==> config.mk <==
export PLATFORM = sky130hd
export DESIGN_NAME = c8x_disp
export DESIGN_NICKNAME = d
export VERILOG_FILES = /design/src/rtl/c8x_disp.sv
export SDC_FILE = /design/constraint.sdc
export NUM_CORES = 2
export LEC_CHECK = 0
export CELL_PAD_IN_SITES_DETAIL_PLACEMENT = 1
export CELL_PAD_IN_SITES_GLOBAL_PLACEMENT = 2
export CORE_ASPECT_RATIO = 2
export CORE_UTILIZATION = 51
export DETAILED_ROUTE_END_ITERATION = 7
export DONT_BUFFER_PORTS = 1
export PLACE_DENSITY_LB_ADDON = 0.12
export SYNTH_ARGS = -nofsm -noshare
export SYNTH_HDL_FRONTEND = slang
export SYNTH_SLANG_ARGS = --single-unit
==> constraint.sdc <==
create_clock -name clk -period 7.4 [get_ports clk]
set_clock_uncertainty 0.15 [all_clocks]
set_input_delay 1.85 -clock clk [delete_from_list [all_inputs] [get_ports clk]]
set_output_delay 1.85 -clock clk [all_outputs]
set_load 0.01 [all_outputs]
==> src/rtl/c8x_disp.sv <==
// Display row memory, one port, registered read, with a row valid bit per row.
`timescale 1ns / 1ps
module c8x_disp #(
  parameter int DISPLAY_WIDTH = 64,
  parameter int DISPLAY_HEIGHT = 32,
  parameter int RW = $clog2(DISPLAY_HEIGHT)
) (
  input  logic                     clk,
  input  logic                     rst,
  input  logic                     clear_all,
  input  logic                     we,
  input  logic [RW-1:0]            addr,
  input  logic [DISPLAY_WIDTH-1:0] wdata,
  output logic [DISPLAY_WIDTH-1:0] rdata
);
  logic [DISPLAY_WIDTH-1:0] rows [DISPLAY_HEIGHT];
  logic [DISPLAY_HEIGHT-1:0] vld;
  logic [DISPLAY_WIDTH-1:0] raw;
  logic                     rvld;

  always_ff @(posedge clk) begin
    if (we) begin
      rows[addr] <= wdata;
    end
    raw <= rows[addr];
  end

  always_ff @(posedge clk) begin
    if (rst || clear_all) begin
      vld <= '0;
      rvld <= 1'b0;
    end else begin
      rvld <= vld[addr];
      if (we) begin
        vld[addr] <= 1'b1;
      end
    end
  end

  assign rdata = rvld ? raw : '0;
endmodule

Yosys cells after proc, flatten, opt, wreduce, memory -nomap -nowiden
Memories as Yosys holds them, arrays and structs flattened. A register that Yosys moved wholly into a read port is not among the register bits.
Cells that the tools add are included.

storage, ports and cells
  bits in registers = 33
  output and inout bits = 64
  word-level logic and storage cells = 15
  memories kept = 1
  memory bits (writable) = 2,048

memory list
  memory  depth  width  rd ports  clocked after Yosys merged registers in  wr ports  line  text
  rows    32     64     1         1                                        1         16    logic [DISPLAY_WIDTH-1:0] rows [DISPLAY_HEIGHT];

cells by class
  reduce and logical (&&, ||, !) cells = 2
  bitwise gates (word level) = 1
  multiplexer cells = 7
  order comparisons = 2

operator list
  kind                  number
  $mux W64              1
  $or A32 B32 Y32       1
  $lt A5 B6 Y1 const B  1
  $bmux W1 S5           1
  $demux W1 S5          1
  $ge A5 B1 Y1 const B  1
  $mux W1               4
  $logic_and A1 B1 Y1   1
  $logic_or A1 B1 Y1    1

Depth between registers and ports, before layout
  depth after elaboration = 5
  depth in mapped cells = 7

Least setup slack after synthesis
Ideal clock, no wire load.

  path type = input-to-reg
  start point = in addr[0]
  end point = mem rows[0][0], enable pin
  setup time = 0.488 ns
  path buffers = 3
  stages on the path = 5
  arrival = 5.464 ns
  slack = 1.298 ns
  path through = buf_6 -> buf_6 -> or3b_2 -> clkbuf_1 -> nor2_1

RTL lines
  item         line  text
  from (decl)  12    input logic [RW-1:0] addr,
  to (decl)    16

Straight into the memory's write port.

Worst setup path after layout
  start point = in addr[0]
  end point = mem rows[2][30], enable pin

Straight into the memory's write port.

==> metrics list <==
- Global placement routability congestion: 0.7811
* Outcome: complete, but fails checks
* Drt via density: 6.390
- Starting density of the core: 51.45%
- In this run the clock root is driven by a sky130_fd_sc_hd__clkbuf_16.
- The area growth from synthesis to layout is 11.08%.
* Total number of vias: 36,005
- sky130_fd_sc_hd__edfxtp_1 is the most common cell in the netlist.
- The final layout contains routed wiring with a total length of 207,900 um.
- Slew of the pin with the lowest slew margin: 1746 ps
- Counting flops with an async set or reset pin after synthesis yields a share of 0%.
* Number of CTS-inserted buffers: 187
- The floorplan step defined a die boundary enclosing 157,500 um^2.
- Clk sinks: 2,145
- The tightest hold path in the finished design has a slack of 317.2 ps.
- Worst setup slack after layout: 2693 ps
- Final Cycle Share: 63.61%
* Iteration-0 DRC count of the detailed router: 3,698
- WL per Instance: 36.89 um
- The floorplan has 204 rows.
- H-tree levels: 4
- Dividing the synthesized area by the synthesized cell count gives 23.72 um^2.
- RSZ-0062 raised after global routing: false
- The number of hold violations in the final report came to 0.
- The later pin in the worst-skew pair is clocked with a latency of 810 ps.
- Subtracting the final worst setup slack from the clock period gives 4707 ps.
- Wire length of the first global-routing pass: 292,100 um
- CTS hold repair buffers: 0
- Arrival time at the worst endpoint: 5010 ps
- Synth Cell Area: 79,450 um^2
- Die height: 560.2 um
* Worst path buffer plus inverter count: 1
* Share of final-layout standard cells stronger than drive strength 1: 25.10%
- Synthesis produced 3,350 cells.
* Hold path startpoint: vld[11]
- The first TritonRoute pass finished after 5 iterations.
- Timing analysis after detailed placement gives a worst setup slack of 2371 ps.
* Post-route core utilization: 57.15%
- Across every metal layer, demand over resource in global routing totals 26.84%.
- Area share of the largest cell type after synthesis: 77.40%
- The worst register-to-register path begins at rows[23][56].
- Top post-synthesis cells by area: sky130_fd_sc_hd__edfxtp_1 (77%), sky130_fd_sc_hd__mux4_2 (15%), sky130_fd_sc_hd__dfxtp_1 (2.4%)
- In the final design database the tool counted 3,507 nets.
- Once detailed placement completed, the half-perimeter wirelength came to 108,400 um.
* Number of fillers in the final layout: 12,534
- On the worst path, the slowest cell contributes a delay of 1230 ps.
* Net count after synthesis: 3,423
- Ys Warns: 0
- First element of the critical path: addr[0]
- Max frequency: 212.4 MHz
- Yosys mapped a number of flops with a built-in enable equal to 2,048.
- 137 I/O pins were placed.
* Post-CTS Repair Setup Buffers: 0
- For this design the ratio of total power to cell area is 274.3 nW/um^2.
- The worst setup path is launched from an input pin.
- For this design, the slowest cell found on the critical path is sky130_fd_sc_hd__nor2_4.
* Number of antenna violations at the first check in global routing: 6
- # Max-Cap Violations: 0
- Summed over all cells, the static leakage comes to 26.96 nW.
* Vias in the first global route: 39,074
* Clock tree from TritonCTS: done
- Total gr overflow: 0
- Sequential cells were found to cover 79.85% of the synthesized design area.
* Classification of the worst-slack hold path: reg -> reg
* Total DRC errors in the routed layout: 0
* Max_slew headroom: -16.41%
- Setup violations remaining at the end of the flow were counted as 0.
* Die extent in x: 281.1 um
- STA classifies the critical path endpoint as a flop.
* Most area-hungry cell type in the Yosys netlist: sky130_fd_sc_hd__edfxtp_1
- Maximum number of buffers from clock root to sink: 4
- Violations in the final reports: max-slew violations
- Most instantiated cells after synthesis: sky130_fd_sc_hd__edfxtp_1 (2,048), sky130_fd_sc_hd__mux4_2 (512), sky130_fd_sc_hd__a22oi_1 (256)
* Class of the most critical setup path: in -> reg
- For this run, the leading register cell type out of synthesis is sky130_fd_sc_hd__edfxtp_1.
- Req. time, crit path: 7700 ps
* Number of distinct library cells after synthesis: 32
* Number of port buffers: 0
- Number of nets with antenna violations after detailed routing: 0
* Highest fanout seen on the critical path: 522
* Maximum number of pins on one net before global-route repair: 533
- Critical path's top delay family: simple AND/OR/NAND/NOR gates
* Final total negative setup slack: 0 ps
- In this run, synthesis produced a sequential element count of 2,145.
* Area of the placeable core: 154,400 um^2
* Max-slew violation total from the final report: 165
* IR Drop Worst-Case VDD: 0.1877 mV
- Number of cells upsized or downsized after cts: 0
- Clock-pin slew was measured on the worst setup and hold paths at 70 ps.
- Critical path cell sequence: nand3b_1 -> nor2_4 -> buf_4
==> worst reg2reg max path, delay by kind of cell (launching register included) <==
| kind | cells | cell delay (ps) |
|---|---|---|
| AND/OR/NAND/NOR | 1 | 340 |
| flip-flops | 1 | 370 |
| multiplexers | 1 | 480 |
| AO/OA/AOI/OAI | 1 | 420 |
==> routing by layer <==
| metal | GRT usage [%] | routed length, um | vias up |
|---|---|---|---|
| li1 | - | - | 14565 |
| met1 | 32.93 | 76210 | 19758 |
| met2 | 48.10 | 113000 | 1312 |
| met3 | 4.092 | 11470 | 366 |
| met4 | 9.269 | 7201 | 4 |
| met5 | 0 | 27 | - |
==> sequential cells by signal, summed over array words and instances, names as in the netlist <==
signal,flops
rvld,1
vld,32
raw,64
rows,2048
==> final cells by class <==
class / count / area [um^2] / area share [%]
clock inverters: 92 / 1094 / 1.239
clock buffers: 237 / 5052 / 5.725
diodes: 1 / 2.502 / 0.002835
multi-input cells: 1019 / 15330 / 17.37
inverters: 1 / 3.754 / 0.004253
repair buffers: 80 / 750.7 / 0.8506
flip-flops and latches: 2145 / 63440 / 71.89
well taps: 2060 / 2577 / 2.920
==> logic make-up (layout without fill, tap and decap cells) <==
family	count (synthesis)	count (layout)	synth area share, %
flops	2145	2145	79.85
other cells	0	1	0
compound gates	298	298	2.817
simple gates	193	193	1.413
mux	528	528	14.71
buf+inv	186	410	1.206
==> layout by cell type, fill, tap and decap left out, drive strengths merged, types with 6 or more instances in the layout <==
cell type / netlist / final
edfxtp: 2048 / 2048
mux4: 512 / 512
a22oi: 256 / 256
clkbuf: 97 / 237
dfxtp: 97 / 97
buf: 88 / 80
and2: 67 / 67
nand4: 64 / 64
clkinv: 0 / 58
nor2: 36 / 36
o21a: 32 / 32
bufinv: 0 / 25
mux2i: 16 / 16
clkinvlp: 0 / 6
==> final timing paths <==
| kind | endpoint | slack [ps] | depth (start not counted) |
|---|---|---|---|
| min reg2reg | vld[11] | 320 | 1 |
| max | rows[2][30] | 2690 | 3 |
| min | vld[11] | 320 | 1 |
| max reg2reg | raw[56] | 5430 | 3 |
==> report_power, final <==
part           switching (mW)  leakage [nW]  internal, mW
Sequential             0.0817          19.3          13.5
Combinational           0.322          4.71         0.367
Clock                    4.27          2.99          5.70
==> per-stage QoR <==
step                total power [mW]  std cells  area, um^2
global placement               14.48       5305       82110
detailed placement             14.50       5305       82110
floorplan                      14.37       3350       79450
CTS                            24.37       5634       88250
global route                   24.75       5635       88250
finish                         24.21       5635       88250
No activity file was read; power rests on OpenSTA's default activity.
